## config.mk

```make
export PLATFORM = sky130hd
export DESIGN_NAME = klr_emit
export DESIGN_NICKNAME = d
export VERILOG_FILES = /design/src/rtl/core/klr_pkg.sv /design/src/rtl/core/klr_emit.sv
export SDC_FILE = /design/constraint.sdc
export NUM_CORES = 1
export LEC_CHECK = 0
export ABC_AREA = 1
export BUFFER_PORTS_ARGS = -buffer_cell sky130_fd_sc_hd__buf_2
export CAP_MARGIN = 10
export CORE_ASPECT_RATIO = 2
export CORE_UTILIZATION = 46
export CTS_CLUSTER_DIAMETER = 80
export CTS_CLUSTER_SIZE = 28
export DETAILED_ROUTE_END_ITERATION = 10
export PLACE_DENSITY = 0.91
export SYNTH_ARGS = -nofsm -noshare
export SYNTH_HDL_FRONTEND = slang
export SYNTH_SLANG_ARGS = --single-unit
```

## constraint.sdc

```tcl
create_clock -name clk_i -period 3.3 [get_ports clk_i]
set_clock_uncertainty 0.2 [all_clocks]
set_input_delay 0.165 -clock clk_i [delete_from_list [all_inputs] [get_ports clk_i]]
set_output_delay 0.165 -clock clk_i [all_outputs]
set_load 0.1 [all_outputs]
```

## src/rtl/core/klr_pkg.sv

```systemverilog
// types, constants and codes of the key layer remapper
package klr_pkg;

  localparam int KEY_CODES = 1024;
  localparam int PAGES     = 16;
  localparam int KEY_W     = $clog2(KEY_CODES);
  localparam int PAGE_W    = $clog2(PAGES);
  localparam int SUB_DEPTH = PAGES * KEY_CODES;
  localparam int SUB_AW    = KEY_W + PAGE_W;

  localparam logic [1:0] ACT_EVENT  = 2'd0;
  localparam logic [1:0] ACT_LEADER = 2'd1;
  localparam logic [1:0] ACT_SUBST  = 2'd2;

  localparam logic [15:0] EV_SYN          = 16'd0;
  localparam logic [15:0] EV_KEY          = 16'd1;
  localparam logic [15:0] EV_MSC          = 16'd4;
  localparam logic [15:0] SYN_CODE_REPORT = 16'd0;
  localparam logic [15:0] MSC_CODE_SCAN   = 16'd4;
  localparam logic [9:0]  SHIFT_KEY_DEFAULT = 10'd54;

  typedef struct packed {
    logic [1:0]         action;
    logic [15:0]        event_type;
    logic [15:0]        event_code;
    logic signed [31:0] event_value;
    logic [9:0]         table_key;
    logic [3:0]         table_page;
    logic               table_valid;
    logic               table_shift;
    logic [9:0]         table_code;
  } in_item_t;

  typedef struct packed {
    logic [15:0]        out_type;
    logic [15:0]        out_code;
    logic signed [31:0] out_value;
    logic               last;
  } out_item_t;

  typedef struct packed {
    logic              valid;
    logic [PAGE_W-1:0] page;
  } ldr_ent_t;

  typedef struct packed {
    logic             valid;
    logic             shift;
    logic [KEY_W-1:0] code;
  } sub_ent_t;

  typedef struct packed {
    logic             valid;
    logic [KEY_W-1:0] code;
  } rel_ent_t;

  typedef struct packed {
    logic              en;
    logic [KEY_W-1:0]  key;
    logic [SUB_AW-1:0] sub_addr;
  } rd_req_t;

  typedef struct packed {
    ldr_ent_t ldr;
    sub_ent_t sub;
    rel_ent_t rel;
  } rd_data_t;

  typedef struct packed {
    logic              ldr_we;
    logic [KEY_W-1:0]  ldr_addr;
    ldr_ent_t          ldr_data;
    logic              sub_we;
    logic [SUB_AW-1:0] sub_addr;
    sub_ent_t          sub_data;
    logic              rel_we;
    logic [KEY_W-1:0]  rel_addr;
    rel_ent_t          rel_data;
  } wr_req_t;

  typedef struct packed {
    logic               shifted;
    logic [15:0]        ev_type;
    logic [15:0]        ev_code;
    logic signed [31:0] ev_value;
  } job_t;

endpackage

```

## src/rtl/core/klr_emit.sv

```systemverilog
// output sequencer that expands a job into one event or a shift-wrapped group
module klr_emit (
  input  logic               clk_i,
  input  logic               rst_ni,
  input  logic               job_valid_i,
  output logic               job_ready_o,
  input  klr_pkg::job_t      job_i,
  input  logic [9:0]         shift_code_i,
  output logic               out_valid_o,
  input  logic               out_ready_i,
  output klr_pkg::out_item_t out_item_o
);

  typedef enum logic [4:0] {
    ST_FIRST    = 5'b00001,
    ST_SYN_A    = 5'b00010,
    ST_KEY      = 5'b00100,
    ST_SYN_B    = 5'b01000,
    ST_SHIFT_UP = 5'b10000
  } step_e;

  logic          busy_q;
  klr_pkg::job_t job_q;
  step_e         step_q, step_d;
  logic          out_fire, done;

  always_comb begin
    out_item_o.out_type  = klr_pkg::EV_KEY;
    out_item_o.out_code  = 16'(shift_code_i);
    out_item_o.out_value = 32'sd1;
    out_item_o.last      = 1'b0;
    step_d               = ST_FIRST;
    unique case (step_q)
      ST_FIRST: begin
        step_d = ST_SYN_A;
        if (!job_q.shifted) begin
          out_item_o.out_type  = job_q.ev_type;
          out_item_o.out_code  = job_q.ev_code;
          out_item_o.out_value = job_q.ev_value;
          out_item_o.last      = 1'b1;
        end
      end
      ST_SYN_A: begin
        step_d               = ST_KEY;
        out_item_o.out_type  = klr_pkg::EV_SYN;
        out_item_o.out_code  = klr_pkg::SYN_CODE_REPORT;
        out_item_o.out_value = 32'sd0;
      end
      ST_KEY: begin
        step_d              = ST_SYN_B;
        out_item_o.out_code = job_q.ev_code;
      end
      ST_SYN_B: begin
        step_d               = ST_SHIFT_UP;
        out_item_o.out_type  = klr_pkg::EV_SYN;
        out_item_o.out_code  = klr_pkg::SYN_CODE_REPORT;
        out_item_o.out_value = 32'sd0;
      end
      ST_SHIFT_UP: begin
        out_item_o.out_value = 32'sd0;
        out_item_o.last      = 1'b1;
      end
      default: ;
    endcase
  end

  assign out_valid_o = busy_q;
  assign out_fire    = busy_q && out_ready_i;
  assign done        = out_fire && out_item_o.last;
  assign job_ready_o = !busy_q || done;

  always_ff @(posedge clk_i or negedge rst_ni) begin
    if (!rst_ni) begin
      busy_q <= 1'b0;
      step_q <= ST_FIRST;
    end else if (job_valid_i && job_ready_o) begin
      busy_q <= 1'b1;
      step_q <= ST_FIRST;
    end else if (done) begin
      busy_q <= 1'b0;
    end else if (out_fire) begin
      step_q <= step_d;
    end
  end

  always_ff @(posedge clk_i) begin
    if (job_valid_i && job_ready_o) begin
      job_q <= job_i;
    end
  end

endmodule

```

== Word-level counts from Yosys, hierarchy flattened ==
Index checks and enable logic that the tools add are counted.
Word-level totals
  bits of input ports: 79
  register bits after elaboration: 71
  word-level logic and storage cells: 33
Operators by class
  mux-type cells: 11
  reductions and logical operators: 10
  eq/ne operators: 6
Operators with widths (count)
  two-way mux 65 bit: 1
  case mux 32 bit (2 select lines): 1
  case mux 16 bit (3 select lines): 1
  case mux 16 bit (2 select lines): 1
  case mux 5 bit (4 select lines): 1
  two-way mux 5 bit: 3
  equality test 5 x 1 -> 1 bit, second input constant: 1
  equality test 5 x 2 -> 1 bit, second input constant: 1
  equality test 5 x 3 -> 1 bit, second input constant: 1
  equality test 5 x 4 -> 1 bit, second input constant: 1
  equality test 5 bit, second input constant: 1
  nonzero test 2 bit: 2
  logical AND 1 bit: 3
  OR reduction 3 bit: 1
  two-way mux 1 bit: 2
  inequality test 2 x 1 -> 1 bit, second input constant: 1
  case mux 1 bit (2 select lines): 1
  AND reduction 2 bit: 1
  OR reduction 2 bit: 1
  zero test 1 bit: 1
  logical OR 1 bit: 1

== Logic depth before layout (Yosys ltp) ==
  depth in word-level cells: 7
  depth in mapped cells: 9
  depth with buffers taken out: 9

== Least setup slack after synthesis ==
Ideal clock, no wire load.
  path kind: register to register
  from: reg step_q[0]
  to: reg job_q[0] (netlist name) (enable)
  arrival: 3076 ps
  cell stages (with the launch flop): 9
  setup time: 419 ps
  path buffers: 0
  slack: -395 ps
  cells stage by stage: dfstp_2 > inv_1 > nor2_2 > nand4_4 > nand2_2 > nand2_2 > nand2_4 > nand2_4 > inv_1
RTL lines
  start, declared: line klr_emit.sv:24  | step_e step_q, step_d;
  start signal, assigned: line klr_emit.sv:82  | step_q <= step_d;
  end signal, assigned: line klr_emit.sv:88  | job_q <= job_i;
  end, declared: line klr_emit.sv:23  | klr_pkg::job_t job_q;

==> results.md <==
STA:
- The final cycle utilization of the critical path is 89.1%.
- The final hold violation count is 0.
- Setup violations remaining at the end of the flow were counted as 0.
- Setup repair after global routing left no endpoint under its margin.
- At the pin with the least slew margin, the transition time is 516 ps.
- Across all setup checks in the final design, the least slack found is 358 ps.
- Timing would allow up to 340 MHz.
- The final max-slew violation count is 0.
- In this run the tightest slew margin relative to its limit is 65.8%.
- Summed over all failing endpoints, the final setup total negative slack is 0 ps.
- For the finished layout, the period the worst path requires is 2940 ps.

CTS:
- The tree is rooted in a sky130_fd_sc_hd__clkbuf_16.
- The count of clock tree sinks is 71.
- The number of buffers inserted to repair setup after CTS is 0.
- The number of resized instances in the post-cts repair step is 0.
- The number of H-tree branching levels is 3.
- The worst-skew pair later-pin latency is 320 ps.
- The post-cts hold buffer count is 68.
- The clock passes through at most 2 buffers.
- The number of clock buffers inserted by TritonCTS is 9.
- The TritonCTS clock tree is built.
- The CTS clock-pin slew for the worst setup and hold paths is 50 ps.

Floorplanning:
- Measured along the x axis, the die boundary spans 59.6 um.
- The die is 117 um tall.
- The effective utilization at floorplan is 47.9%.
- After floorplanning, the core was sized to cover 6360 sq um.
- After floorplanning, the core was divided into 41 placement rows.
- The total die area is 6980 sq um.
- The number of top-level pins is 146.

Worst setup path:
- The worst register-to-register path ends at job_q[58].
- The critical path data required time is 2930 ps.
- STA classifies the critical path startpoint as a flip-flop.
- The kind of critical path is reg2out.
- In this run the worst path has a maximum fanout of 29.
- STA puts the critical path data arrival time at 2580 ps.
- The critical register-to-register path startpoint is step_q[0].
- The number of cells traversed by the worst register-to-register path is 9.
- The internal reg-to-reg setup slack is 700 ps.
- STA classifies the critical path endpoint as a primary output.

Logic synthesis:
- The warning count from the yosys run is 0.
- Synthesis inferred 71 register bits.
- The cell area after technology mapping is 3050 sq um.
- The number of nets handed over by synthesis was 359.
- Counting every instance in the synthesized netlist gives 280.
- The number of distinct standard cells referenced by the synthesized netlist is 17.
- The synthesized area divided by synthesized cell count is 10.9 sq um.
- The sequential share of the synthesized area is 69.0%.

Routing:
- The met3 routed wirelength is 423 um.
- After detailed routing, the number of remaining DRC violations is 0.
- The DRC marker count from the first detailed-route iteration is 91.
- The detailed router placed 2688 vias in this run.
- The routed design uses 4.76 mm of met2 wire.
- After detailed routing, the average wire length per cell comes to 13.9 um.
- For this run, the detailed router's first-pass iteration total came to 4.
- In the final routing, the length of wire on met1 measures 2.79 mm.
- After detailed routing, the total wire length is 8.24 mm.
- After detailed routing, the number of vias per cell comes to 4.54.
- The top layer used by detailed routing is met4.
- In this run the remaining antenna-violating nets after routing total 0.

GRT:
- The first global-routing pass estimated 12.1 mm of wire.
- The maximum number of pins on one net before global-route repair is 42.
- The number of global-route vias before repair is 2732.
- The total routing resource utilization after global routing is 24.5%.
- The initial antenna violation count is 0.
- The total overflow reported by the global router is 0.

Layout:
- The area growth from synthesis to layout is 60.9%.
- The number of fill cells is 402.
- The area taken by flip-flops and latches is 2100 sq um.
- The non-filler instance count after layout is 592.
- After the last flow step, the layout net total stands at 580.
- The proportion of layout cells with a drive suffix above 1 is 37.2%.
- 0 antenna diodes ended up in the layout.
- In the final layout, the multi-input gates occupy 626 sq um.

Hold path:
- The worst min-delay path class is in2async.

Place:
- Timing analysis after detailed placement gives a worst setup slack of 703 ps.
- Routability-driven placement finished with a final weighted congestion of 0.806.
- Once detailed placement completed, the half-perimeter wirelength came to 4.87 mm.
- The count of input and output buffers is 145.
- The number of placed instances, taps included, is 508.

Run:
- The max-capacitance violation count is 0.

Run status:
- The flow ran to the end, and the final reports show no timing, DRC or antenna violations.
registers in the layout, indices dropped and copies added, names as in the netlist:
signal,count
job_q,65
step_q,5
out_valid_o,1
worst max-delay path: stages (launching register included):
cell,delay (ps)
sky130_fd_sc_hd__dfstp_2,540
sky130_fd_sc_hd__inv_1,70
sky130_fd_sc_hd__nor2_2,150
sky130_fd_sc_hd__nand4_4,350
sky130_fd_sc_hd__nand2_1,430
sky130_fd_sc_hd__inv_1,210
sky130_fd_sc_hd__nor2_1,270
sky130_fd_sc_hd__buf_12,220
metal layers:
metal	up-vias	global-route usage (%)
met3	28	6.04
met1	1221	22.6
met2	141	45.8
li1	1298	-
met5	-	0
met4	0	15.3
cells by family after synthesis:
logic type | synth area share [%]
AND/OR/NAND/NOR | 20.2
AO/OA/AOI/OAI | 0.328
buffers and inverters | 10.5
flip-flops | 69.0
cells in the final DEF, fill, tap and decap left out, types with 2 or more instances in the layout:
master	n
sky130_fd_sc_hd__buf_12	6
sky130_fd_sc_hd__nand2_2	4
sky130_fd_sc_hd__dfrtp_1	5
sky130_fd_sc_hd__dlygate4sd3_1	68
sky130_fd_sc_hd__clkinv_1	2
sky130_fd_sc_hd__clkinv_2	2
sky130_fd_sc_hd__nor2_4	2
sky130_fd_sc_hd__clkinvlp_4	2
sky130_fd_sc_hd__o21ai_0	2
sky130_fd_sc_hd__nor2_1	46
sky130_fd_sc_hd__buf_2	139
sky130_fd_sc_hd__nor2_2	13
sky130_fd_sc_hd__edfxtp_1	65
sky130_fd_sc_hd__nand2_4	3
sky130_fd_sc_hd__inv_1	67
sky130_fd_sc_hd__nand3_1	2
sky130_fd_sc_hd__nand4_1	4
sky130_fd_sc_hd__clkbuf_16	9
sky130_fd_sc_hd__nand2_1	57
sky130_fd_sc_hd__buf_4	3
worst max path at each step:
stage	startpoint	end	slack, ps	cells after the start
3_3_place_gp	step_q[0]	job_q[52]	810	9
6_report	step_q[0]	out_item_o[45]	360	7
5_1_grt	step_q[0]	out_item_o[45]	180	7
2_1_floorplan	step_q[0]	job_q[0]	140	7
4_1_cts	step_q[0]	out_item_o[45]	380	7
3_5_place_dp	step_q[0]	job_q[55]	700	9
synthesized netlist by cell type:
cell | instances | share of area, %
sky130_fd_sc_hd__buf_4 | 1 | 0.25
sky130_fd_sc_hd__buf_6 | 5 | 1.8
sky130_fd_sc_hd__dfrtp_1 | 5 | 4.1
sky130_fd_sc_hd__dfstp_2 | 1 | 0.86
sky130_fd_sc_hd__edfxtp_1 | 65 | 64
sky130_fd_sc_hd__inv_1 | 68 | 8.4
sky130_fd_sc_hd__nand2_1 | 57 | 7.0
sky130_fd_sc_hd__nand2_2 | 4 | 0.82
sky130_fd_sc_hd__nand2_4 | 3 | 1.1
sky130_fd_sc_hd__nand3_1 | 2 | 0.33
sky130_fd_sc_hd__nand3_2 | 1 | 0.33
sky130_fd_sc_hd__nand4_1 | 4 | 0.82
sky130_fd_sc_hd__nand4_4 | 1 | 0.70
sky130_fd_sc_hd__nor2_1 | 46 | 5.7
sky130_fd_sc_hd__nor2_2 | 13 | 2.7
sky130_fd_sc_hd__nor2_4 | 2 | 0.74
sky130_fd_sc_hd__o21ai_0 | 2 | 0.33
layout make-up:
class                           count  area share [%]
Multi-Input combinational cell    135            12.8
Inverter                           68            5.28
Timing Repair Buffer              216            31.0
Sequential cell                    71            42.9
Tap cell                           86            2.19
Clock buffer                        9            4.59
Clock inverter                      7            1.30
stage by stage:
stage / hold WS (ps) / area [sq um] / utilization [%]
floorplan: -331 / 3050 / -
global route: 141 / 4900 / 77.1
CTS: 109 / 4900 / 77.1
global placement: -206 / 3930 / 61.8
finish: 134 / 4900 / 77.1
detailed placement: -202 / 3930 / 61.8
Power is left out: the tool's default activity adds up to more than one toggle a clock period on the data nets, which glitch-free logic cannot reach.
