[src/rtl/core/klr_pkg.sv]
// types, constants and codes of the key layer remapper
package klr_pkg;

  localparam int KEY_CODES = 1024;
  localparam int PAGES     = 16;
  localparam int KEY_W     = $clog2(KEY_CODES);
  localparam int PAGE_W    = $clog2(PAGES);
  localparam int SUB_DEPTH = PAGES * KEY_CODES;
  localparam int SUB_AW    = KEY_W + PAGE_W;

  localparam logic [1:0] ACT_EVENT  = 2'd0;
  localparam logic [1:0] ACT_LEADER = 2'd1;
  localparam logic [1:0] ACT_SUBST  = 2'd2;

  localparam logic [15:0] EV_SYN          = 16'd0;
  localparam logic [15:0] EV_KEY          = 16'd1;
  localparam logic [15:0] EV_MSC          = 16'd4;
  localparam logic [15:0] SYN_CODE_REPORT = 16'd0;
  localparam logic [15:0] MSC_CODE_SCAN   = 16'd4;
  localparam logic [9:0]  SHIFT_KEY_DEFAULT = 10'd54;

  typedef struct packed {
    logic [1:0]         action;
    logic [15:0]        event_type;
    logic [15:0]        event_code;
    logic signed [31:0] event_value;
    logic [9:0]         table_key;
    logic [3:0]         table_page;
    logic               table_valid;
    logic               table_shift;
    logic [9:0]         table_code;
  } in_item_t;

  typedef struct packed {
    logic [15:0]        out_type;
    logic [15:0]        out_code;
    logic signed [31:0] out_value;
    logic               last;
  } out_item_t;

  typedef struct packed {
    logic              valid;
    logic [PAGE_W-1:0] page;
  } ldr_ent_t;

  typedef struct packed {
    logic             valid;
    logic             shift;
    logic [KEY_W-1:0] code;
  } sub_ent_t;

  typedef struct packed {
    logic             valid;
    logic [KEY_W-1:0] code;
  } rel_ent_t;

  typedef struct packed {
    logic              en;
    logic [KEY_W-1:0]  key;
    logic [SUB_AW-1:0] sub_addr;
  } rd_req_t;

  typedef struct packed {
    ldr_ent_t ldr;
    sub_ent_t sub;
    rel_ent_t rel;
  } rd_data_t;

  typedef struct packed {
    logic              ldr_we;
    logic [KEY_W-1:0]  ldr_addr;
    ldr_ent_t          ldr_data;
    logic              sub_we;
    logic [SUB_AW-1:0] sub_addr;
    sub_ent_t          sub_data;
    logic              rel_we;
    logic [KEY_W-1:0]  rel_addr;
    rel_ent_t          rel_data;
  } wr_req_t;

  typedef struct packed {
    logic               shifted;
    logic [15:0]        ev_type;
    logic [15:0]        ev_code;
    logic signed [31:0] ev_value;
  } job_t;

endpackage

[src/rtl/core/klr_ctrl.sv]
// input stage, page state and table update logic of the key layer remapper
module klr_ctrl (
  input  logic               clk_i,
  input  logic               rst_ni,
  input  logic               in_valid_i,
  output logic               in_ready_o,
  input  klr_pkg::in_item_t  in_item_i,
  input  logic               clr_busy_i,
  output klr_pkg::rd_req_t   rd_o,
  input  klr_pkg::rd_data_t  rd_data_i,
  output klr_pkg::wr_req_t   wr_o,
  output logic               job_valid_o,
  input  logic               job_ready_i,
  output klr_pkg::job_t      job_o
);

  logic                        s1_valid_q;
  klr_pkg::in_item_t           s1_q;
  logic                        page_active_q, page_active_d;
  logic [klr_pkg::KEY_W-1:0]   leader_code_q, leader_code_d;
  logic [klr_pkg::PAGE_W-1:0]  page_slot_q, page_slot_d;
  logic                        root_held_q, root_held_d;
  logic                        pedal_seen_q, pedal_seen_d;

  logic                        has_job, open_page, s1_fire, in_fire;
  logic                        ldr_we, sub_we, rel_we;
  klr_pkg::rel_ent_t           rel_wd;
  klr_pkg::job_t               job;
  logic [klr_pkg::PAGE_W-1:0]  slot_fwd;

  always_comb begin
    logic                      code_ok;
    logic [klr_pkg::KEY_W-1:0] key;
    code_ok       = s1_q.event_code < 16'(klr_pkg::KEY_CODES);
    key           = s1_q.event_code[klr_pkg::KEY_W-1:0];
    has_job       = 1'b0;
    open_page     = 1'b0;
    ldr_we        = 1'b0;
    sub_we        = 1'b0;
    rel_we        = 1'b0;
    rel_wd        = '0;
    job.shifted   = 1'b0;
    job.ev_type   = s1_q.event_type;
    job.ev_code   = s1_q.event_code;
    job.ev_value  = s1_q.event_value;
    page_active_d = page_active_q;
    leader_code_d = leader_code_q;
    page_slot_d   = page_slot_q;
    root_held_d   = root_held_q;
    pedal_seen_d  = pedal_seen_q;
    unique case (s1_q.action)
      klr_pkg::ACT_LEADER: ldr_we = 1'b1;
      klr_pkg::ACT_SUBST:  sub_we = 1'b1;
      klr_pkg::ACT_EVENT: begin
        if (s1_q.event_type == klr_pkg::EV_KEY) begin
          if (s1_q.event_value == 32'sd1) begin
            if (!page_active_q) begin
              if (code_ok && rd_data_i.ldr.valid) begin
                open_page     = 1'b1;
                page_active_d = 1'b1;
                leader_code_d = key;
                page_slot_d   = rd_data_i.ldr.page;
                root_held_d   = 1'b1;
                pedal_seen_d  = 1'b0;
              end else begin
                has_job = 1'b1;
              end
            end else begin
              has_job = 1'b1;
              if (code_ok && rd_data_i.sub.valid) begin
                job.ev_code = 16'(rd_data_i.sub.code);
                job.shifted = rd_data_i.sub.shift;
                rel_we      = 1'b1;
                rel_wd      = '{valid: 1'b1, code: rd_data_i.sub.code};
              end
              if (!root_held_q) begin
                page_active_d = 1'b0;
              end else begin
                pedal_seen_d = 1'b1;
              end
            end
          end else if (s1_q.event_value == 32'sd0) begin
            if (page_active_q && (s1_q.event_code == 16'(leader_code_q))) begin
              root_held_d = 1'b0;
              if (pedal_seen_q) begin
                page_active_d = 1'b0;
              end
            end else begin
              has_job = 1'b1;
              if (code_ok && rd_data_i.rel.valid) begin
                job.ev_code = 16'(rd_data_i.rel.code);
                rel_we      = 1'b1;
              end
            end
          end
        end else if (!(s1_q.event_type == klr_pkg::EV_MSC &&
                       s1_q.event_code == klr_pkg::MSC_CODE_SCAN)) begin
          has_job = 1'b1;
        end
      end
      default: ;
    endcase
  end

  assign s1_fire    = s1_valid_q && (!has_job || job_ready_i);
  assign in_ready_o = !clr_busy_i && (!s1_valid_q || s1_fire);
  assign in_fire    = in_valid_i && in_ready_o;

  // the next item's page address sees a page opened by the item ahead of it
  assign slot_fwd = (s1_fire && open_page) ? rd_data_i.ldr.page : page_slot_q;

  assign rd_o.en       = in_fire;
  assign rd_o.key      = in_item_i.event_code[klr_pkg::KEY_W-1:0];
  assign rd_o.sub_addr = {slot_fwd, in_item_i.event_code[klr_pkg::KEY_W-1:0]};

  assign wr_o.ldr_we         = s1_fire && ldr_we;
  assign wr_o.ldr_addr       = s1_q.table_key;
  assign wr_o.ldr_data.valid = s1_q.table_valid;
  assign wr_o.ldr_data.page  = s1_q.table_valid ? s1_q.table_page : '0;
  assign wr_o.sub_we         = s1_fire && sub_we;
  assign wr_o.sub_addr       = {s1_q.table_page, s1_q.table_key};
  assign wr_o.sub_data.valid = s1_q.table_valid;
  assign wr_o.sub_data.shift = s1_q.table_valid && s1_q.table_shift;
  assign wr_o.sub_data.code  = s1_q.table_valid ? s1_q.table_code : '0;
  assign wr_o.rel_we         = s1_fire && rel_we;
  assign wr_o.rel_addr       = s1_q.event_code[klr_pkg::KEY_W-1:0];
  assign wr_o.rel_data       = rel_wd;

  assign job_valid_o = s1_valid_q && has_job;
  assign job_o       = job;

  always_ff @(posedge clk_i or negedge rst_ni) begin
    if (!rst_ni) begin
      s1_valid_q    <= 1'b0;
      page_active_q <= 1'b0;
      leader_code_q <= '0;
      page_slot_q   <= '0;
      root_held_q   <= 1'b0;
      pedal_seen_q  <= 1'b0;
    end else begin
      if (in_fire) begin
        s1_valid_q <= 1'b1;
      end else if (s1_fire) begin
        s1_valid_q <= 1'b0;
      end
      if (s1_fire) begin
        page_active_q <= page_active_d;
        leader_code_q <= leader_code_d;
        page_slot_q   <= page_slot_d;
        root_held_q   <= root_held_d;
        pedal_seen_q  <= pedal_seen_d;
      end
    end
  end

  always_ff @(posedge clk_i) begin
    if (in_fire) begin
      s1_q <= in_item_i;
    end
  end

endmodule

[config.mk]
export PLATFORM = sky130hd
export DESIGN_NAME = klr_ctrl
export DESIGN_NICKNAME = d
export VERILOG_FILES = /design/src/rtl/core/klr_pkg.sv /design/src/rtl/core/klr_ctrl.sv
export SDC_FILE = /design/constraint.sdc
export NUM_CORES = 1
export LEC_CHECK = 0
export BUFFER_PORTS_ARGS = -buffer_cell sky130_fd_sc_hd__buf_2
export CELL_PAD_IN_SITES_DETAIL_PLACEMENT = 1
export CELL_PAD_IN_SITES_GLOBAL_PLACEMENT = 1
export CORE_MARGIN = 2
export CORE_UTILIZATION = 25
export CTS_BUF_LIST = sky130_fd_sc_hd__clkbuf_16
export CTS_CLUSTER_SIZE = 25
export DETAILED_ROUTE_END_ITERATION = 16
export GPL_TIMING_DRIVEN = 0
export MAX_ROUTING_LAYER = met4
export PLACE_DENSITY_LB_ADDON = 0.1
export REMOVE_ABC_BUFFERS = 1
export SLEW_MARGIN = 20
export SYNTH_ARGS = -nofsm -noshare
export SYNTH_HDL_FRONTEND = slang
export SYNTH_SLANG_ARGS = --single-unit
export TNS_END_PERCENT = 10
[constraint.sdc]
create_clock -name clk_i -period 17.6 [get_ports clk_i]
set_clock_uncertainty 0.05 [all_clocks]
set_input_delay 0.88 -clock clk_i [delete_from_list [all_inputs] [get_ports clk_i]]
set_output_delay 0.88 -clock clk_i [all_outputs]
set_load 0.005 [all_outputs]
# Word-level counts from Yosys, hierarchy flattened
# Index checks and enable logic that the tools add are counted.
# op_classes
magnitude_cmp	1
n_eq_ne	10
muxes	60
n_bitwise	1
n_reduce_logical	30
# op_table
op	n
2-to-1 mux 16 bit	8
2-to-1 mux 11 bit	5
2-to-1 mux 1 bit	44
equality test 16 x 3 -> 1 bit, second input constant	2
equality test 32 x 2 -> 1 bit, second input constant	1
zero test 32 bit	1
AND reduction 6 bit	3
equality test 16 x 1 -> 1 bit, second input constant	1
equality test 16 x 10 -> 1 bit	1
< comparator 16 x 11 -> 1 bit, second input constant	1
logical AND 1 bit	14
2-to-1 mux 10 bit	1
nonzero test 2 bit	5
2-to-1 mux 4 bit	2
AND reduction 7 bit	1
!= test 2 x 1 -> 1 bit, second input constant	2
zero test 1 bit	3
equality test 2 x 1 -> 1 bit, second input constant	1
equality test 2 bit, second input constant	1
zero test 2 bit	1
logical OR 1 bit	2
!= test 2 bit, second input constant	1
inverter 1 bit	1
# totals
reg_bits	110
elab_cells	117

# Longest topological paths before layout
# depth
ltp_word	14
mapped_depth	8

# Least setup slack after synthesis
# Ideal clock, no wire load.
# synth_path
kind	register to output
start	reg s1_q (netlist bit wr_o[19])
end	out rd_o[24] in the netlist's numbering
arrival_time_ns	6.843
t_required_ns	16.670
path_slack_ns	9.827
path_stages_with_launch	6
n_path_buf	1
cell_sequence	edfxtp_1 > or4b_2 > o41ai_1 > nor2_1 > a21oi_1 > buf_4
# synth_via
elab_chain_len	13
elab_cells_between_ends	20
classes_between	order compare: 1; eq/ne: 2; mux: 8; reduce/logical: 9
# synth_rtl
element	line_no	rtl
from (decl)	klr_ctrl.sv:18	klr_pkg::in_item_t s1_q;
from (signal assigned)	klr_ctrl.sv:158	s1_q <= in_item_i;
< comparator 16 x 11 -> 1 bit or equality test 16 x 10 -> 1 bit (tied branches)	klr_ctrl.sv:34, klr_ctrl.sv:83	
logical AND 1 bit, on equally long branches	klr_ctrl.sv:58, klr_ctrl.sv:83	
2-to-1 mux 1 bit, on equally long branches	klr_ctrl.sv:58, klr_ctrl.sv:83	
2-to-1 mux 1 bit, on equally long branches	klr_ctrl.sv:57, klr_ctrl.sv:82	
2-to-1 mux 1 bit	klr_ctrl.sv:56	if (s1_q.event_value == 32'sd1) begin
2-to-1 mux 1 bit (*)	klr_ctrl.sv:55	if (s1_q.event_type == klr_pkg::EV_KEY) begin
2-to-1 mux 1 bit (*)	klr_ctrl.sv:51	unique case (s1_q.action)
zero test 1 bit (*)	klr_ctrl.sv:105	assign s1_fire = s1_valid_q && (!has_job || job_ready_i);
logical OR 1 bit (*)	klr_ctrl.sv:105	
logical AND 1 bit (*)	klr_ctrl.sv:105	
logical OR 1 bit (*)	klr_ctrl.sv:106	assign in_ready_o = !clr_busy_i && (!s1_valid_q || s1_fire);
logical AND 1 bit (*)	klr_ctrl.sv:106	
logical AND 1 bit (*)	klr_ctrl.sv:107	assign in_fire = in_valid_i && in_ready_o;
to (decl)	klr_ctrl.sv:9	output klr_pkg::rd_req_t rd_o,
# Every way passes the cells marked *; elsewhere a longest branch is shown, timed or not.

==> results.yml <==
sta:
  min_period_ps: 4590
  finalSetupTns_ps: 0
  relSlewSlack_pct: 41.4
  setup_viol: 0
  slew_violations: 0
  grt_setup_unrepaired: "false"
  worst_slew_pin_slew_ps: 867
  finalHoldWorstSlack_ps: 420
  period_share_pct: 26.1
  max_clock_freq_mhz: 218
  timing_hold_violations_final: 0
logic_synthesis:
  yosysTopAreaCell: "edfxtp_1"
  synthTopCellsByArea: "edfxtp_1, buf_4, dfrtp_1"
  synth_area_um2: 5320
  yosysMostFrequentCell: "buf_4"
  synth_commonest_cells: "buf_4, edfxtp_1, and2_1"
  ys_warn_count: 0
  syn_avg_cell_area_um2: 13.6
  async_flop_share_pct: 16.4
  synth_cell_type_count: 39
  synth_cells: 390
  synthFlopType: "edfxtp_1"
  synth_edf_count: 92
  ys_ff_latch: 110
  synth_seq_area_share_pct: 60.4
  synth_top_area_share_pct: 51.9
route:
  firstDrtPassIters: 4
  wl_per_cell_um: 18.1
  drc_errors: 0
  antenna_left: 0
  vias_per_cell: 4.23
  dr.first_iter.drc_count: 119
  dr_total_vias: 3607
  wl_um: 15400
clock_tree:
  postCtsSetupBuffers: 0
  path_clk_slew_ps: 80
  cts_resized: 0
  ctsHoldBuffers: 0
  cts_made_buffers: 9
  h-tree-depth: 3
  cts_root_buffer: "clkbuf_16"
  cts_tree: "built"
  clkSinkCount: 110
  clock_latency_ps: 360
  clockBufferDepth: 2
place:
  port_buffers: 281
  hpwl_um: 12400
  place_congestion: 0.739
grt:
  grt_usage_pct: 13.9
  grt_pass1_vias: 3887
  grt.overflow.total: 0
  grt_pass1_wl_um: 22400
  antenna_found_initial: 2
  grt_start_max_net_pins: 24
floorplan:
  die_width_um: 150
  dieArea_um2: 22500
  die_h_um: 150
  row_count: 53
  start_util_pct: 25.4
  coreArea_um2: 21000
  ios: 282
outcome:
  outcome: "complete, no violations"
setup_path:
  crit_family: "compound AO/OA/AOI/OAI gates"
  slowest_delay_ps: 800
  crit_path_cell_trace: "or4b_2 > o41ai_1 > nor2_1 > a21oi_4 > buf_16 > buf_16 > buf_2"
  r2r_slack_ps: 14060
  end_kind: "primary output"
  worstPathArrival_ps: 3660
  r2r_start: "wr_o[19]"
  critPathKind: "reg -> out"
  crit_top_cell: "buf_16"
  cp-start-kind: "flop"
  rr_endpoint: "job_o[48]"
  critPathSlowestCell: "o41ai_1"
  crit_fanout: 20
  cp.required_ps: 16670
  worst-path-buf-inv: 3
  ff2ff_path_depth: 6
cells_and_area:
  fin_util_pct: 31.9
  nFillCells: 2391
  drive_above_1_share_pct: 58.4
  syn_to_final_growth_pct: 25.6
  final_nets: 695
pwr:
  p_leak_uw: 0.00300
  p_per_area_nw_per_um2: 82.2
  ir_drop_mv: 0.0397
run:
  drv_cap: 0
min_path:
  min_path_type: "in -> async"
[power by group]
part	switching [µW]	internal, µW	leakage (µW)
logic	21.5	24.1	0.00175
registers	6.42	294	0.00110
clock network	103	99.8	0.000147
[cell usage in the layout (no fill, tap or decap), types with 9 or more instances in the layout]
cell / n
buf_2: 282
nor4_1: 16
nor3_1: 9
xor2_1: 10
mux2_4: 16
a32o_1: 10
clkbuf_16: 9
and2_1: 26
edfxtp_1: 92
dfrtp_1: 18
a21o_1: 11
[routing by layer]
| layer | global-route usage (%) | up-vias | wire [µm] |
|---|---|---|---|
| li1 | - | 1691 | - |
| met1 | 15.3 | 1747 | 6040 |
| met2 | 23.8 | 152 | 7930 |
| met3 | 4.51 | 17 | 1160 |
| met4 | 4.76 | 0 | 286 |
| met5 | - | - | 0 |
[cells by family after synthesis]
family | after synthesis | synth area share, %
muxes | 18 | 4.94
xor gates and xnor gates | 10 | 1.65
DFF | 110 | 60.4
buffers and inverters | 122 | 16.3
and+or+nand+nor | 98 | 11.7
AOI/OAI and AO/OA | 32 | 4.99
[state kept, by name, summed over array words and instances, names as in the netlist]
name,flops
job_o,48
page_active_q,1
leader_code_q,10
page_slot_q,4
wr_o,25
pedal_seen_q,1
s1_q,19
root_held_q,1
s1_valid_q,1
[metrics by stage]
| step | cell area, µm² | instances | power (µW) | worst slack [ps] |
|---|---|---|---|---|
| final | 6680 | 852 | 549 | 13010 |
| after detailed placement | 6380 | 834 | 353 | 13230 |
| after global placement | 6210 | 826 | 351 | 6610 |
| after CTS | 6680 | 850 | 560 | 12820 |
| after floorplan | 4460 | 270 | 316 | 10310 |
| after global routing | 6680 | 852 | 574 | 12530 |
[cell type report]
| type | count | area [µm²] | share of cell area [%] |
|---|---|---|---|
| Antenna cell | 2 | 5.00 | 0.0749 |
| Timing Repair Buffer | 289 | 1550 | 23.2 |
| Tap cell | 275 | 344 | 5.15 |
| Multi-Input combinational cell | 158 | 1270 | 19.0 |
| Clock inverter | 7 | 66.3 | 0.993 |
| Sequential cell | 110 | 3210 | 48.1 |
| Inverter | 2 | 7.51 | 0.112 |
| Clock buffer | 9 | 225 | 3.37 |
[how the worst max path moves through the flow]
stage	startpoint	endpoint	slack (ps)	depth (start not counted)
detailed placement	job_o[52]	rd_o[24]	13230	8
floorplan	wr_o[19]	rd_o[24]	10310	4
global route	job_o[52]	rd_o[24]	12530	8
CTS	job_o[52]	rd_o[24]	12820	8
finish	wr_o[19]	rd_o[24]	13010	7
global placement	job_o[52]	rd_o[24]	6610	6
No activity file was read; power rests on OpenSTA's default activity.
